### src/rtl/afd_pkg.sv
// Package for the frame deframer: types, codes and the frame-type classifier.
`default_nettype none
package afd_pkg;

  localparam logic [7:0] START_BYTE    = 8'h7E;
  localparam logic [7:0] CHECK_BASE    = 8'hFF;
  localparam logic [7:0] TYPE_AT_RESP  = 8'h88;
  localparam logic [7:0] TYPE_EXT_TX   = 8'h8B;
  localparam logic [7:0] TYPE_RX_PKT   = 8'h90;
  localparam logic [7:0] TYPE_EXPL_RX  = 8'h91;

  localparam logic [2:0] CLS_AT_RESP   = 3'd0;
  localparam logic [2:0] CLS_EXT_TX    = 3'd1;
  localparam logic [2:0] CLS_RX_PKT    = 3'd2;
  localparam logic [2:0] CLS_EXPL_RX   = 3'd3;
  localparam logic [2:0] CLS_UNKNOWN   = 3'd4;

  localparam int QDEPTH = 4;

  typedef enum logic [2:0] {
    PH_HUNT    = 3'd0,
    PH_LEN_HI  = 3'd1,
    PH_LEN_LO  = 3'd2,
    PH_PAYLOAD = 3'd3,
    PH_CHECK   = 3'd4
  } phase_t;

  typedef enum logic [1:0] {
    KIND_PAYLOAD   = 2'd0,
    KIND_END_GOOD  = 2'd1,
    KIND_END_BAD   = 2'd2,
    KIND_BAD_START = 2'd3
  } kind_t;

  typedef struct packed {
    kind_t       kind;
    logic [7:0]  data_byte;
    logic        first_of_frame;
    logic [2:0]  frame_type_class;
    logic [15:0] frame_length;
  } res_t;

  function automatic logic [2:0] classify(input logic [7:0] t);
    logic [2:0] c;
    case (t)
      TYPE_AT_RESP: c = CLS_AT_RESP;
      TYPE_EXT_TX:  c = CLS_EXT_TX;
      TYPE_RX_PKT:  c = CLS_RX_PKT;
      TYPE_EXPL_RX: c = CLS_EXPL_RX;
      default:      c = CLS_UNKNOWN;
    endcase
    return c;
  endfunction

endpackage
`default_nettype wire

### src/rtl/afd_front.sv
// Front end: accepts received bytes, runs the frame parser and builds results.
`default_nettype none
module afd_front
  import afd_pkg::*;
(
  input  wire logic       clk,
  input  wire logic       rst_n,
  input  wire logic       accept,
  input  wire logic [7:0] rx_byte,
  output logic            push,
  output res_t            push_data
);

  phase_t      phase_r, phase_nxt;
  logic [15:0] declared_length_r, declared_length_nxt;
  logic [15:0] bytes_seen_r, bytes_seen_nxt;
  logic [7:0]  running_sum_r, running_sum_nxt;
  logic [2:0]  type_class_r, type_class_nxt;
  logic [16:0] seen_inc;
  logic [2:0]  cls_now;

  always_ff @(posedge clk) begin
    if (!rst_n) begin
      phase_r           <= PH_HUNT;
      declared_length_r <= '0;
      bytes_seen_r      <= '0;
      running_sum_r     <= '0;
      type_class_r      <= CLS_UNKNOWN;
    end else if (accept) begin
      phase_r           <= phase_nxt;
      declared_length_r <= declared_length_nxt;
      bytes_seen_r      <= bytes_seen_nxt;
      running_sum_r     <= running_sum_nxt;
      type_class_r      <= type_class_nxt;
    end
  end

  always_comb begin
    phase_nxt           = phase_r;
    declared_length_nxt = declared_length_r;
    bytes_seen_nxt      = bytes_seen_r;
    running_sum_nxt     = running_sum_r;
    type_class_nxt      = type_class_r;
    seen_inc            = {1'b0, bytes_seen_r} + 17'd1;
    cls_now             = (bytes_seen_r == '0) ? classify(rx_byte) : type_class_r;
    push                = 1'b0;
    push_data.kind             = KIND_PAYLOAD;
    push_data.data_byte        = rx_byte;
    push_data.first_of_frame   = 1'b0;
    push_data.frame_type_class = type_class_r;
    push_data.frame_length     = declared_length_r;
    case (phase_r)
      PH_LEN_HI: begin
        declared_length_nxt = {rx_byte, 8'h00};
        phase_nxt           = PH_LEN_LO;
      end
      PH_LEN_LO: begin
        declared_length_nxt = {declared_length_r[15:8], rx_byte};
        phase_nxt = (declared_length_nxt == '0) ? PH_CHECK : PH_PAYLOAD;
      end
      PH_PAYLOAD: begin
        type_class_nxt  = cls_now;
        running_sum_nxt = running_sum_r + rx_byte;
        bytes_seen_nxt  = seen_inc[15:0];
        push            = accept;
        push_data.first_of_frame   = (bytes_seen_r == '0);
        push_data.frame_type_class = cls_now;
        if (seen_inc >= {1'b0, declared_length_r}) begin
          phase_nxt = PH_CHECK;
        end
      end
      PH_CHECK: begin
        push           = accept;
        push_data.kind = (rx_byte == (CHECK_BASE - running_sum_r)) ?
                         KIND_END_GOOD : KIND_END_BAD;
        phase_nxt      = PH_HUNT;
      end
      default: begin
        phase_nxt = PH_HUNT;
        if (rx_byte == START_BYTE) begin
          declared_length_nxt = '0;
          bytes_seen_nxt      = '0;
          running_sum_nxt     = '0;
          type_class_nxt      = CLS_UNKNOWN;
          phase_nxt           = PH_LEN_HI;
        end else begin
          push                       = accept;
          push_data.kind             = KIND_BAD_START;
          push_data.frame_type_class = CLS_UNKNOWN;
          push_data.frame_length     = '0;
        end
      end
    endcase
  end

  a_check_to_hunt: assert property (@(posedge clk) disable iff (!rst_n)
    (accept && phase_r == PH_CHECK) |=> (phase_r == PH_HUNT))
    else $error("parser did not return to hunting after checksum");

  a_count_below_len: assert property (@(posedge clk) disable iff (!rst_n)
    (phase_r == PH_PAYLOAD) |-> (bytes_seen_r < declared_length_r))
    else $error("payload count reached declared length while in payload");

endmodule
`default_nettype wire

### src/rtl/afd_fifo.sv
// Short result queue between the parser and the output stage.
`default_nettype none
module afd_fifo
  import afd_pkg::*;
#(
  parameter int DEPTH = QDEPTH
) (
  input  wire logic clk,
  input  wire logic rst_n,
  input  wire logic push,
  input  wire res_t push_data,
  output logic      full,
  input  wire logic pop,
  output res_t      head,
  output logic      not_empty
);

  localparam int PW = (DEPTH > 1) ? $clog2(DEPTH) : 1;
  localparam int CW = $clog2(DEPTH + 1);

  res_t            mem_r [DEPTH];
  logic [PW-1:0]   wr_ptr_r, rd_ptr_r;
  logic [CW-1:0]   count_r, count_nxt;

  function automatic logic [PW-1:0] ptr_inc(input logic [PW-1:0] p);
    return (p == PW'(DEPTH - 1)) ? '0 : p + 1'b1;
  endfunction

  assign full      = (count_r == CW'(DEPTH));
  assign not_empty = (count_r != '0);
  assign head      = mem_r[rd_ptr_r];
  assign count_nxt = count_r + CW'(push) - CW'(pop);

  always_ff @(posedge clk) begin
    if (push) begin
      mem_r[wr_ptr_r] <= push_data;
    end
  end

  always_ff @(posedge clk) begin
    if (!rst_n) begin
      wr_ptr_r <= '0;
      rd_ptr_r <= '0;
      count_r  <= '0;
    end else begin
      if (push) wr_ptr_r <= ptr_inc(wr_ptr_r);
      if (pop)  rd_ptr_r <= ptr_inc(rd_ptr_r);
      count_r <= count_nxt;
    end
  end

  a_no_overflow: assert property (@(posedge clk) disable iff (!rst_n)
    push |-> (!full || pop))
    else $error("result queue overflow");

  a_no_underflow: assert property (@(posedge clk) disable iff (!rst_n)
    pop |-> not_empty)
    else $error("result queue underflow");

endmodule
`default_nettype wire

### src/rtl/afd_back.sv
// Back end: drains the result queue into the output register.
`default_nettype none
module afd_back
  import afd_pkg::*;
(
  input  wire logic clk,
  input  wire logic rst_n,
  input  wire logic not_empty,
  input  wire res_t head,
  output logic      pop,
  output logic      out_valid,
  input  wire logic out_stall,
  output res_t      out_res
);

  logic out_valid_r, out_valid_nxt;
  res_t out_res_r;

  assign pop           = not_empty && (!out_valid_r || !out_stall);
  assign out_valid_nxt = pop || (out_valid_r && out_stall);
  assign out_valid     = out_valid_r;
  assign out_res       = out_res_r;

  always_ff @(posedge clk) begin
    if (!rst_n) begin
      out_valid_r <= 1'b0;
    end else begin
      out_valid_r <= out_valid_nxt;
    end
  end

  always_ff @(posedge clk) begin
    if (pop) begin
      out_res_r <= head;
    end
  end

  a_pop_shows: assert property (@(posedge clk) disable iff (!rst_n)
    pop |=> out_valid_r)
    else $error("popped result not presented");

endmodule
`default_nettype wire

### src/rtl/api_frame_deframer.sv
// Top level of the length-prefixed frame deframer.
//
// Takes one received byte per clock cycle while in_stall is low and passes
// payload bytes, frame-end verdicts and bad-start reports out as result
// transactions. The parser builds each result combinationally from the byte
// and its registered state; each result enters a QUEUE_DEPTH-entry queue and
// then the output register, which drives out_valid. in_stall rises only while
// the queue is full; with QUEUE_DEPTH above one that happens only when the
// output side has been stalling, and with the output side free the block
// then sustains one byte per cycle. Start and length bytes produce no result.
`default_nettype none
module api_frame_deframer
  import afd_pkg::*;
#(
  parameter int QUEUE_DEPTH = QDEPTH
) (
  input  wire logic        clk,
  input  wire logic        rst_n,
  input  wire logic        in_valid,
  output logic             in_stall,
  input  wire logic [7:0]  in_rx_byte,
  output logic             out_valid,
  input  wire logic        out_stall,
  output logic [1:0]       out_kind,
  output logic [7:0]       out_data_byte,
  output logic             out_first_of_frame,
  output logic [2:0]       out_frame_type_class,
  output logic [15:0]      out_frame_length
);

  logic accept;
  logic push, pop, full, not_empty;
  res_t push_data, head, out_res;

  assign in_stall = full;
  assign accept   = in_valid && !full;

  afd_front u_front (
    .clk       (clk),
    .rst_n     (rst_n),
    .accept    (accept),
    .rx_byte   (in_rx_byte),
    .push      (push),
    .push_data (push_data)
  );

  afd_fifo #(
    .DEPTH (QUEUE_DEPTH)
  ) u_fifo (
    .clk       (clk),
    .rst_n     (rst_n),
    .push      (push),
    .push_data (push_data),
    .full      (full),
    .pop       (pop),
    .head      (head),
    .not_empty (not_empty)
  );

  afd_back u_back (
    .clk       (clk),
    .rst_n     (rst_n),
    .not_empty (not_empty),
    .head      (head),
    .pop       (pop),
    .out_valid (out_valid),
    .out_stall (out_stall),
    .out_res   (out_res)
  );

  assign out_kind             = out_res.kind;
  assign out_data_byte        = out_res.data_byte;
  assign out_first_of_frame   = out_res.first_of_frame;
  assign out_frame_type_class = out_res.frame_type_class;
  assign out_frame_length     = out_res.frame_length;

endmodule
`default_nettype wire

### config.mk
export PLATFORM = sky130hd
export DESIGN_NAME = api_frame_deframer
export DESIGN_NICKNAME = d
export VERILOG_FILES = /design/src/rtl/afd_pkg.sv /design/src/rtl/afd_front.sv /design/src/rtl/afd_fifo.sv /design/src/rtl/afd_back.sv /design/src/rtl/api_frame_deframer.sv
export SDC_FILE = /design/constraint.sdc
export NUM_CORES = 1
export LEC_CHECK = 0
export ABC_AREA = 1
export BUFFER_PORTS_ARGS = -buffer_cell sky130_fd_sc_hd__buf_2
export CAP_MARGIN = 20
export CORE_MARGIN = 3
export CORE_UTILIZATION = 60
export CTS_CLUSTER_DIAMETER = 200
export DETAILED_ROUTE_END_ITERATION = 7
export PLACE_DENSITY = 0.83
export SYNTH_ARGS = -nofsm -noshare
export SYNTH_HDL_FRONTEND = slang
export SYNTH_SLANG_ARGS = --single-unit
### constraint.sdc
create_clock -name clk -period 3.74 [get_ports clk]
set_input_delay 0.187 -clock clk [delete_from_list [all_inputs] [get_ports clk]]
set_output_delay 0.187 -clock clk [all_outputs]
set_load 0.05 [all_outputs]
After elaboration in Yosys (flattened, before gate mapping)
Memories as Yosys holds them, arrays and structs flattened. A register that Yosys moved wholly into a read port is not among the register bits.
Cells that the tools add are included.

cells by class
  add/sub/neg operators = 7
  $lt $le $gt $ge = 1
  eq/ne operators = 14
  muxes and demuxes = 26
  bitwise gates (word level) = 3
  reduce and logical (&&, ||, !) cells = 23

operators by type and width
  kind                                                                    number
  16-bit one-hot mux with 3 select lines                                  1
  8-bit equality test (second input constant)                             4
  16-bit zero test                                                        2
  16-bit 2-to-1 mux                                                       2
  16-bit one-hot mux with 2 select lines                                  1
  3-bit one-hot mux with 4 select lines                                   2
  19-bit 2-to-1 mux                                                       1
  16-bit by 1-bit adder with 17-bit output (second input constant)        1
  17-bit by 16-bit greater-or-equal comparator with 1-bit output          1
  8-bit one-hot mux with 2 select lines                                   1
  3-bit 2-to-1 mux                                                        4
  3-bit one-hot mux with 2 select lines                                   2
  8-bit adder                                                             1
  8-bit by 7-bit equality test with 1-bit output (second input constant)  1
  8-bit equality test                                                     1
  2-bit 2-to-1 mux                                                        4
  8-bit 2-to-1 mux                                                        1
  8-bit subtractor (first input constant)                                 1
  3-bit by 2-bit equality test with 1-bit output (second input constant)  2
  3-bit equality test (second input constant)                             2
  3-bit AND reduction                                                     2
  3-bit nonzero test                                                      2
  3-bit OR reduction                                                      2
  1-bit 2-to-1 mux                                                        5
  17 further kinds                                                        28

storage, ports and cells
  register bits after elaboration = 54
  memory bits (writable) = 120
  input port bits = 12
  output and inout port bits = 32
  logic and storage cells = 85
  memories kept = 1

memories
  memory        depth  bits a word  read ports  clocked after memory_dff  wr ports  line            RTL
  u_fifo.mem_r  4      30           1           1                         1         afd_fifo.sv:21  res_t mem_r [DEPTH];

Longest topological paths before layout
Gate-level depths: netlist of run 1.

  word-level depth = 7
  depth in mapped cells = 23

By module
Synthesis of run 1 repeated with hierarchy kept, for this count alone.

unflattened totals
  cell total of the unflattened synthesis = 958
  area, all modules = 9,545.4 um^2

by module, submodules not included
  module              instances  cells each  area each (um^2)  seq. area each (um^2)
  afd_fifo            1          409         5,220.0           3,783.6
  afd_front           1          511         3,369.5           920.9
  afd_back            1          36          945.9             920.9
  api_frame_deframer  1          2           10.0              0.0

Worst setup path after synthesis of run 1
OpenSTA, ideal clock, no wires.

  path type = reg2reg
  start = register u_front.phase_r[2]
  end = memory u_fifo.mem_r[0][0] (netlist bit) (enable)
  data arrival time = 2.398 ns
  required time = 3.323 ns
  path slack = 0.925 ns
  stages on the path, launching flop included = 9
  buffers on the path = 0
  path through = dfxtp_1 inv_1 nor3_1 inv_1 nand2_1 inv_1 nand2_1 nand3_2 nor2_1

between the ends
  word-level cells in the longest chain between the ends = 5

ends and longest elaborated chain
  element                                      line             RTL
  start, declared                              afd_front.sv:14  phase_t phase_r, phase_nxt;
  start signal, assigned                       afd_front.sv:30  phase_r <= phase_nxt;
  3-bit equality test (tied with other cells)  afd_front.sv:52  case (phase_r)
  2-bit OR reduction (no line)                 n/a
  1-bit one-hot mux with 2 select lines *      afd_front.sv:52
  1-bit 2-to-1 mux *                           afd_fifo.sv:35   if (push) begin
  1-bit 2-to-1 mux (implied by the code) *     afd_fifo.sv:36   mem_r[wr_ptr_r] <= push_data;
  end, declared                                afd_fifo.sv:21

Mark *: on every way between the ends. The rest lies on a longest branch, timed or not.

Worst setup path after layout of run 1
  start = register u_front.bytes_seen_r[1]
  end = register u_front.phase_r[2]

between the ends
  word-level cells in the longest chain between the ends = 4

ends and longest elaborated chain
  element                                                         line             RTL
  start, declared                                                 afd_front.sv:16  logic [15:0] bytes_seen_r, bytes_seen_nxt;
  start signal, assigned                                          afd_front.sv:32  bytes_seen_r <= bytes_seen_nxt;
  16-bit by 1-bit adder with 17-bit output                        afd_front.sv:44  seen_inc = {1'b0, bytes_seen_r} + 17'd1;
  17-bit by 16-bit greater-or-equal comparator with 1-bit output  afd_front.sv:68  if (seen_inc >= {1'b0, declared_length_r}) begin
  2-bit by 1-bit inequality test with 1-bit output (no line)      n/a
  2-bit AND reduction (no line)                                   n/a

No other way between the ends.
A chain may end at the register's enable or synchronous reset.

==> results of run 1 <==
## synth_stat cells
master | instances | area share [%]
a211oi_1 | 1 | 0.084
a21oi_1 | 68 | 3.8
a21oi_4 | 1 | 0.18
a31oi_1 | 3 | 0.21
and2_1 | 1 | 0.070
buf_2 | 2 | 0.11
buf_4 | 1 | 0.084
buf_6 | 1 | 0.13
clkbuf_1 | 25 | 1.0
clkinv_1 | 2 | 0.084
dfxtp_1 | 54 | 12
edfxtp_1 | 150 | 50
fa_1 | 2 | 0.45
ha_1 | 32 | 4.5
inv_1 | 95 | 4.0
inv_2 | 2 | 0.084
nand2_1 | 142 | 5.9
nand3_1 | 27 | 1.5
nand3_2 | 1 | 0.11
nand4_1 | 6 | 0.42
nor2_1 | 114 | 4.8
nor2_2 | 4 | 0.28
nor2_4 | 1 | 0.13
nor3_1 | 14 | 0.78
nor3_2 | 1 | 0.11
nor3_4 | 1 | 0.18
nor3b_1 | 1 | 0.084
nor4_1 | 1 | 0.070
nor4_4 | 1 | 0.24
nor4b_1 | 1 | 0.098
o211ai_1 | 2 | 0.17
o21a_1 | 1 | 0.084
o21ai_0 | 79 | 4.4
o21ai_1 | 2 | 0.11
o21ai_2 | 1 | 0.098
o21ai_4 | 1 | 0.18
o22ai_1 | 30 | 2.1
or2_2 | 1 | 0.070
xnor2_1 | 1 | 0.098
xor2_1 | 11 | 1.1
## path summary, 6_finish.rpt
check,slack (ns),startpoint,to
worst max-delay path,0.94,u_front.bytes_seen_r[1],u_front.phase_r[2]
worst min-delay path,0.02,out_stall,u_back.out_valid
worst max register to register,0.94,u_front.bytes_seen_r[1],u_front.phase_r[2]
worst min register to register,0.46,u_front.running_sum_r[6],u_front.running_sum_r[6]
## area by class of cell
cell class,count,area (um^2)
sequential,204,5590
fill,986,4450
multi-input combinational,552,2910
clock buffer,21,526
inverter,99,372
timing repair buffer,53,290
tap,184,230
clock inverter,16,219
## logic make-up after synthesis
kind of cell    after synthesis  share of synthesized area (%)
compound gates              189                           11.4
xor+xnor                     12                           1.17
fa+ha+maj                    34                           4.90
buf+inv                     128                           5.50
flops                       204                           62.2
simple gates                317                           14.8
## registers in the layout, indices dropped and copies added (netlist names)
| name | count |
|---|---|
| u_back.out_res | 30 |
| u_fifo.wr_ptr_r | 2 |
| u_front.declared_length_r | 16 |
| u_front.bytes_seen_r | 16 |
| u_front.phase_r | 3 |
| u_front.type_class_r | 3 |
| u_front.running_sum_r | 8 |
| u_back.out_valid | 1 |
| u_fifo.mem_r | 120 |
| u_fifo.rd_ptr_r | 2 |
| u_fifo.count_r | 3 |
## layer usage
layer / vias to the layer above / track usage, % / wire length [um]
met2: 245 / 40.0 / 9310
met1: 3057 / 31.3 / 8220
li1: 3121 / - / -
met5: - / 0 / 0
met4: 0 / 7.05 / 415
met3: 38 / 4.40 / 1440
## stage by stage
stage	cells	power [mW]	util [%]
2_1_floorplan	884	4.70	-
3_3_place_gp	1092	5.16	64.4
3_5_place_dp	1092	5.24	64.4
4_1_cts	1129	7.49	69.5
5_1_grt	1129	7.79	69.5
6_report	1129	7.47	69.5
## worst max-delay path, stage by stage, from the launching register on
cell	delay [ns]
dfxtp_1	0.39
ha_1	0.21
nand2_1	0.06
nor2_1	0.15
nand3_1	0.15
nor2_2	0.18
nand2_1	0.10
xor2_1	0.23
ha_1	0.29
a21oi_1	0.17
nand2_1	0.07
a21oi_1	0.11
nand2_1	0.06
nand2_1	0.05
nand2_1	0.05
nand2_1	0.05
nand2_1	0.12
a21oi_1	0.19
nor2_1	0.06
## placed cells by master, fill, tap and decap left out, types with 2 or more instances in the layout
cell / n
nand2_1: 142
fa_1: 2
nand4_1: 6
nor3_1: 14
o22ai_1: 30
o21ai_1: 2
bufinv_16: 5
ha_1: 32
o21ai_0: 79
buf_2: 43
edfxtp_1: 150
nor2_1: 110
clkinv_2: 2
a31oi_1: 3
nand3_1: 27
clkinv_1: 5
clkbuf_16: 21
inv_1: 95
clkinvlp_4: 4
o211ai_1: 2
a21oi_1: 68
xor2_1: 11
nor2_2: 8
dfxtp_1: 53
inv_2: 2
buf_4: 10
## power groups by stage
stage          Combinational (mW)  Clock (mW)  Sequential (mW)
2_1_floorplan               0.971           0             3.73
3_3_place_gp                 2.09           0             3.08
3_5_place_dp                 2.15           0             3.09
4_1_cts                      2.19        2.26             3.05
5_1_grt                      2.37        2.34             3.08
6_report                     2.19        2.23             3.04
==> qor.txt, run 1 <==
Outcome = completed
IO buf count = 43
Flop pwr share = 40.7%
Post-place instance area = 9390 um^2
Core Rows = 44
Hold_buf cts = 0
Worst Slack Setup Final = 0.939 ns
Vias post-DR = 6461
Startpoint Class = flip-flop
Die ar. = 16500 um^2
Post-DP HPWL = 11700 um
WS Path Type = flip-flop to flip-flop
Worst Setup End Kind = flip-flop
Final Skew = 0.00944 ns
DRT Wirelength = 19400 um
Largest net degree at the start of global routing = 64
Die W = 128 um
DIE HEIGHT = 128 um
Clock share of power = 29.9%
NetSw = 2.66 mW
Area delta synth->final = 12.8%
Post-CTS resize count = 0
Clk root buf = clkbuf_16
Syn Inst Count = 884
Syn_area_per_cell = 10.2 um^2
Drt pass-1 iters = 4
Setup bufs post-CTS = 0
Clock transition at the registers of the reported paths = 0.06 ns
Initial DRC count = 635
Clk Latency, worst-skew pair = 0.50 ns
Hold path depth = 5
I/O pin count = 44
Initial antenna violation count = 0
H-tree levels = 1
Setup TNS = 0 ns
Fin nets = 977
WHS = 0.0203 ns
Gate power share = 29.3%
Routed Antenna Nets = 0
Net count after synthesis = 930
Slew @ Worst Pin = 0.978 ns
First-pass GRT wire length = 31100 um
CTS buffer count = 21
CTS tree = built
# Max-Cap Violations = 0
Buffer depth of the longest clock path = 3
Leak pwr = 3.85 nW
Place WS = 1.00 ns
Final setup vio count = 0
GPL Wtd Cong = 0.855
Final period util = 74.9%
Sink Count = 204
Final Cell Area = 10100 um^2
Vias in the first global route = 6466
Yosys reg bits = 204
Netlist cell types = 40
Total core area = 14600 um^2
Total congestion overflow = 0
Wire per inst = 17.2 um
Pint = 4.81 mW
Rel. slew slack = 34.7%
Fmax achieved = 0.357 GHz
Cell area power density = 737 nW/um^2
Post-route DRC violation count = 0
Switch share = 35.7%
Register area share after synthesis = 62.2%
N_diodes = 0
Initial core utilization = 61.6%
Final Max Tran Viols = 0
Syn. warnings = 0
CP arrival = 3.19 ns
GR Util All Layers = 23.6%
FF-to-FF path depth = 18
Peak supply drop = 0.429 mV
Layout cell share with drive strength beyond 1 = 11.3%
Vias per cell = 5.72
CP max FO = 5
Final hold vios = 0
Cell area after synthesis = 8980 um^2
Min Tclk post-route = 2.80 ns
Worst min-delay path class = input pin to flip-flop
Critical path data required time = 4.13 ns
RSZ-0062 raised after global routing = false
Power figures use the tool's default switching activity.
==> run 2, diff against run 1 <==
CORE_UTILIZATION = 55   (was 60)
PLACE_DENSITY = 0.81   (was 0.83)
clock period = 2.3 ns   (was 3.74 ns; I/O delays follow)
==> run 2 against run 1 <==
The run now ends with setup timing left; worst setup slack got worse by 1.3 ns; via count rose by 5.5%; combinational power rose by 71%.
==> qor.txt, run 2 (synthesized netlist as in run 1, its figures left out) <==
Die W = 134 um (was 128 um)
Vias in the first global route = 6408 (was 6466)
Worst Setup End Kind = flip-flop (unchanged)
Total congestion overflow = 0 (unchanged)
IO buf count = 43 (unchanged)
Leak pwr = 4.28 nW (was 3.85 nW)
Crit path top cell by count = nand2_1 (unchanged)
Cell area power density = 1130 nW/um^2 (was 737 nW/um^2)
Post-route DRC violation count = 0 (unchanged)
DIE HEIGHT = 134 um (was 128 um)
H-tree levels = 1 (unchanged)
N_diodes = 0 (unchanged)
Sink Count = 204 (unchanged)
Fin nets = 1043 (was 977)
Final period util = 114% (was 74.9%)
# Max-Cap Violations = 0 (unchanged)
Largest net degree at the start of global routing = 63 (was 64)
Vias post-DR = 6816 (was 6461)
Max stage delay on crit path = 0.33 ns (was 0.39 ns)
Fill cell count = 1085 (was 986)
Vias per cell = 5.55 (was 5.72)
Rel. slew slack = 52.4% (was 34.7%)
Clock share of power = 29.8% (was 29.9%)
I/O pin count = 44 (unchanged)
Commonest non-fill, non-tap cell in the layout = edfxtp_1 (unchanged)
Layout cell share with drive strength beyond 1 = 20.4% (was 11.3%)
Buffer depth of the longest clock path = 3 (unchanged)
DRT Wirelength = 20700 um (was 19400 um)
Total core area = 15900 um^2 (was 14600 um^2)
WS Path Type = flip-flop to flip-flop (unchanged)
Switch share = 35.4% (was 35.7%)
Area delta synth->final = 22.1% (was 12.8%)
FF+latch area = 5610 um^2 (was 5590 um^2)
Overall power = 12.4 mW (was 7.47 mW)
Initial DRC count = 662 (was 635)
GR Util All Layers = 22.6% (was 23.6%)
First-pass GRT wire length = 32400 um (was 31100 um)
CTS buffer count = 22 (was 21)
Most frequent cells in the layout = 150 x edfxtp_1, 133 x nand2_1, 104 x nor2_1, 91 x inv_1, 76 x o21ai_0 (was 150 x edfxtp_1, 142 x nand2_1, 110 x nor2_1, 95 x inv_1, 79 x o21ai_0)
Final hold vios = 0 (unchanged)
Failing checks = setup timing
Gate power share = 30.2% (was 29.3%)
Core Rows = 46 (was 44)
Flop pwr share = 40.0% (was 40.7%)
Post-place instance area = 9910 um^2 (was 9390 um^2)
Die ar. = 17900 um^2 (was 16500 um^2)
GPL Wtd Cong = 0.859 (was 0.855)
Clk Latency, worst-skew pair = 0.51 ns (was 0.50 ns)
Fmax achieved = 0.381 GHz (was 0.357 GHz)
Initial core utilization = 56.3% (was 61.6%)
Outcome = complete, but fails checks (was completed)
Clock transition at the registers of the reported paths = 0.06 ns (about the same)
Drt pass-1 iters = 6 (was 4)
Max FFs per register = 120 (unchanged)
Clk root buf = clkbuf_16 (unchanged)
Wire per inst = 16.8 um (was 17.2 um)
NetSw = 4.39 mW (was 2.66 mW)
Final setup vio count = 3 (was 0)
Register name with the most flops = u_fifo.mem_r (unchanged)
CP max FO = 5 (unchanged)
Critical path data required time = 2.70 ns (was 4.13 ns)
RSZ-0062 raised after global routing = true (was false)
Pint = 8.01 mW (was 4.81 mW)
Initial antenna violation count = 0 (unchanged)
Startpoint Class = flip-flop (unchanged)
Area taken by multi-input logic gates = 3110 um^2 (was 2910 um^2)
Critical-path cell list = inv_1, nor3_4, nand2_2, nor2_2, inv_1, nor2_1, inv_1, o21ai_2, and2_1, ha_1, nand2_1, inv_1, nand2_1, nor2_1, a21oi_1, nand2_1, nand2_1, nand2_1, nand2_1, nand2_4, a21oi_2, nor2_1 (was ha_1, nand2_1, nor2_1, nand3_1, nor2_2, nand2_1, xor2_1, ha_1, a21oi_1, nand2_1, a21oi_1, nand2_1, nand2_1, nand2_1, nand2_1, nand2_1, a21oi_1, nor2_1)
CTS tree = built (unchanged)
Final Cell Area = 11000 um^2 (was 10100 um^2)
Routed Antenna Nets = 0 (unchanged)
Slew @ Worst Pin = 0.713 ns (was 0.978 ns)
CP max-delay cell = dfxtp_2 (was dfxtp_1)
Peak supply drop = 0.595 mV (was 0.429 mV)
Worst min-delay path class = input pin to flip-flop (unchanged)
Post-DP HPWL = 12400 um (was 11700 um)
CP arrival = 3.02 ns (was 3.19 ns)
Min Tclk post-route = 2.63 ns (was 2.80 ns)
Final Skew = 0.0148 ns (was 0.00944 ns)
Worst Slack Setup Final = -0.327 ns (was 0.939 ns)
Final Max Tran Viols = 0 (unchanged)
## run 2: cell count changes in the layout (fill, tap and decap cells not counted), sizes merged
cell / change
buf: +59
clkinv: -2
clkinvlp: -2
clkbuf: +8
dlygate4sd3: +6
inv: -1
bufinv: -1
## run 2: worst paths after layout
| check | from | to | slack [ns] | cells past startpoint |
|---|---|---|---|---|
| worst min register to register | u_front.declared_length_r[12] | u_front.declared_length_r[12] | 0.46 | 2 |
| worst max-delay path | u_front.bytes_seen_r[4] | u_front.phase_r[2] | -0.33 | 22 |
| worst min-delay path | in_rx_byte[0] | u_fifo.mem_r[2][20] | 0.01 | 2 |
| worst max register to register | u_front.bytes_seen_r[4] | u_front.phase_r[2] | -0.33 | 22 |
## run 2: final cells by class
cell class                 count  area share, %
multi-input combinational    552           28.3
timing repair buffer         118           7.80
inverter                      99           3.42
tap                          216           2.46
clock buffer                  29           5.45
clock inverter                10           1.41
sequential                   204           51.1
## run 2: power groups by stage
stage	Sequential, mW	Clock, mW	Combinational (mW)
5_1_grt	5.01	3.87	4.04
4_1_cts	4.96	3.73	3.73
2_1_floorplan	6.07	0	1.64
3_5_place_dp	5.03	0	3.67
6_report	4.96	3.69	3.74
3_3_place_gp	5.01	0	3.60
## run 2: per-stage QoR
step / std cells / setup TNS, ns / setup WS [ns] / hold WS (ns) / util, %
4_1_cts: 1223 / -0.592 / -0.226 / 0.000745 / 68.0
2_1_floorplan: 884 / -5.07 / -0.0973 / 0.214 / -
6_report: 1228 / -0.946 / -0.327 / 0.0116 / 68.8
5_1_grt: 1228 / -1.57 / -0.505 / 0.0123 / 68.8
3_5_place_dp: 1168 / -0.778 / -0.297 / 0.439 / 62.2
3_3_place_gp: 1168 / -0.498 / -0.201 / 0.431 / 62.2
## run 2: critical path, delay by kind of cell, from the launching register on
kind | cells | cell delay, ns
compound gates | 3 | 0.40
fa+ha+maj | 1 | 0.22
buf+inv | 4 | 0.26
flops | 1 | 0.33
simple gates | 14 | 1.32
## run 2: metal layers
layer  global-route usage (%)  up-vias  wire length (um)
met4                     7.37        0               580
met2                     37.6      301             10100
met1                     30.9     3212              8320
met5                        0        -                 0
li1                         -     3253                 -
met3                     3.49       50              1690
## run 2: what timing repair did
item	4_1_cts	5_1_grt
hold buffers	6	0
resized for setup	10	22
hold endpoints to repair	13	0
setup buffers	10	6
setup endpoints to repair	3	18
pin swaps	11	18
==> run 3, diff against run 2 <==
CORE_ASPECT_RATIO = 0.7   (was unset)
==> run 3 against run 2 <==
The run still ends with setup timing left; core utilization grew 0.21 points; critical path depth shrank 2; final cell count shrank 0.41%; combinational power is essentially flat; sequential power is essentially flat; first-iteration DRC count grew 15%; critical path type unchanged; largest power group unchanged.
==> qor.txt, run 3 (synthesized netlist as in run 1, its figures left out) <==
Vias in the first global route = 6318 (was 6408)
Initial antenna violation count = 0 (unchanged)
Peak supply drop = 0.597 mV (was 0.595 mV)
Buffer depth of the longest clock path = 3 (unchanged)
First-pass GRT wire length = 32100 um (was 32400 um)
Layout cell share with drive strength beyond 1 = 21.4% (was 20.4%)
Total core area = 15700 um^2 (was 15900 um^2)
Largest net degree at the start of global routing = 63 (unchanged)
Failing checks = setup timing (unchanged)
Sink Count = 204 (unchanged)
RSZ-0062 raised after global routing = true (unchanged)
Vias post-DR = 6771 (was 6816)
DRT Wirelength = 20400 um (was 20700 um)
Rel. slew slack = 56.9% (was 52.4%)
Util after Layout = 69.0% (was 68.8%)
Outcome = complete, but fails checks (unchanged)
Die ar. = 17900 um^2 (about the same)
Overall power = 11.8 mW (was 12.4 mW)
# Max-Cap Violations = 0 (unchanged)
Clock transition at the registers of the reported paths = 0.06 ns (about the same)
Final period util = 116% (was 114%)
Clk Latency, worst-skew pair = 0.50 ns (was 0.51 ns)
I/O pin count = 44 (unchanged)
Final Skew = 0.0141 ns (was 0.0148 ns)
Cell area power density = 1090 nW/um^2 (was 1130 nW/um^2)
Post-route DRC violation count = 0 (unchanged)
Fmax achieved = 0.373 GHz (was 0.381 GHz)
Setup TNS = -1.03 ns (was -0.946 ns)
Core Rows = 38 (was 46)
H-tree levels = 1 (unchanged)
Worst Setup End Kind = flip-flop (unchanged)
Drt pass-1 iters = 5 (was 6)
Post-DP HPWL = 12500 um (was 12400 um)
Area delta synth->final = 20.9% (was 22.1%)
Register name with the most flops = u_fifo.mem_r (unchanged)
Placed cells = 1167 (was 1168)
N_diodes = 0 (unchanged)
Post-route insts no fill = 1223 (was 1228)
Critical path data required time = 2.69 ns (was 2.70 ns)
Routed Antenna Nets = 0 (unchanged)
Max FFs per register = 120 (unchanged)
Slew @ Worst Pin = 0.645 ns (was 0.713 ns)
IO buf count = 43 (unchanged)
Startpoint Class = flip-flop (unchanged)
Worst min-delay path class = input pin to flip-flop (unchanged)
Die W = 159 um (was 134 um)
Most frequent cells in the layout = 150 x edfxtp_1, 129 x nand2_1, 101 x nor2_1, 87 x inv_1, 77 x o21ai_0 (was 150 x edfxtp_1, 133 x nand2_1, 104 x nor2_1, 91 x inv_1, 76 x o21ai_0)
Final Max Tran Viols = 0 (unchanged)
GR Util All Layers = 22.1% (was 22.6%)
Wire per inst = 16.7 um (was 16.8 um)
Worst Slack Setup Final = -0.379 ns (was -0.327 ns)
Initial DRC count = 762 (was 662)
WS Path Type = flip-flop to flip-flop (unchanged)
Min Tclk post-route = 2.68 ns (was 2.63 ns)
DIE HEIGHT = 113 um (was 134 um)
Final hold vios = 0 (unchanged)
Initial core utilization = 57.1% (was 56.3%)
R2R Setup Slk = -0.38 ns (was -0.33 ns)
GPL Wtd Cong = 0.891 (was 0.859)
CTS tree = built (unchanged)
Final setup vio count = 3 (unchanged)
CP max FO = 5 (unchanged)
CTS buffer count = 20 (was 22)
Vias per cell = 5.54 (was 5.55)
Commonest non-fill, non-tap cell in the layout = edfxtp_1 (unchanged)
Clk root buf = clkbuf_16 (unchanged)
CP arrival = 3.07 ns (was 3.02 ns)
Total congestion overflow = 0 (unchanged)
Fin nets = 1035 (was 1043)
Leak pwr = 4.18 nW (was 4.28 nW)
## run 3: changes by cell type in the layout (fill, tap and decap cells not counted), sizes merged
cell         delta
buf             -5
bufinv          -3
clkinv          +2
clkbuf          -1
dlygate4sd3     -1
inv             -1
## run 3: final timing paths
path | cells after the start | to | from
max | 20 | u_front.phase_r[2] | u_front.bytes_seen_r[0]
max reg2reg | 20 | u_front.phase_r[2] | u_front.bytes_seen_r[0]
min | 3 | u_front.declared_length_r[14] | in_rx_byte[6]
min reg2reg | 2 | u_front.declared_length_r[13] | u_front.declared_length_r[13]
## run 3: timing repair
action,CTS,global route
resized for setup,6,45
endpoints found under the setup margin,3,9
hold endpoints to repair,20,0
hold buffers,5,0
setup buffers,17,4
pin swaps,8,24
## run 3: power breakdown
part / total [mW] / switching (mW) / internal (mW)
Clock: 3.12 / 1.34 / 1.77
Sequential: 4.95 / 0.164 / 4.79
Combinational: 3.72 / 2.82 / 0.904
Total: 11.8 / 4.33 / 7.47
## run 3: stage by stage
step / hold WS [ns] / setup slack, ns / area [um^2]
final: 0.0255 / -0.379 / 10900
after detailed placement: 0.454 / -0.349 / 9870
after CTS: 0.00301 / -0.273 / 10700
after global placement: 0.429 / -0.182 / 9870
after global routing: 0.00454 / -0.593 / 10900
after floorplan: 0.214 / -0.0973 / 9080
## run 3: area by class of cell
type	count	area, um^2
Inverter	99	375
Tap cell	220	275
Fill cell	1078	4880
Clock inverter	8	86.3
Timing Repair Buffer	112	796
Multi-Input combinational cell	552	3180
Sequential cell	204	5610
Clock buffer	28	541
## run 3: worst max-delay path, stage by stage, from the launching register on
cell	delay (ns)
dfxtp_4	0.38
ha_4	0.15
nand2_4	0.05
nor2_4	0.13
buf_4	0.12
buf_4	0.10
xor2_1	0.20
inv_1	0.13
ha_1	0.31
nand2_1	0.09
inv_1	0.06
nand2_1	0.07
nand2_1	0.07
a21oi_2	0.12
nand2_1	0.06
nand2_1	0.08
nand2_1	0.07
nand2_2	0.08
nand2_4	0.08
a21oi_2	0.15
nor2_1	0.06
## run 3: per-layer routing
metal | up-vias | wire, um | global-route usage [%]
met5 | - | 0 | 0
met4 | 0 | 537 | 6.59
met3 | 51 | 2010 | 4.79
met2 | 306 | 9260 | 34.4
met1 | 3174 | 8600 | 31.8
li1 | 3240 | - | -
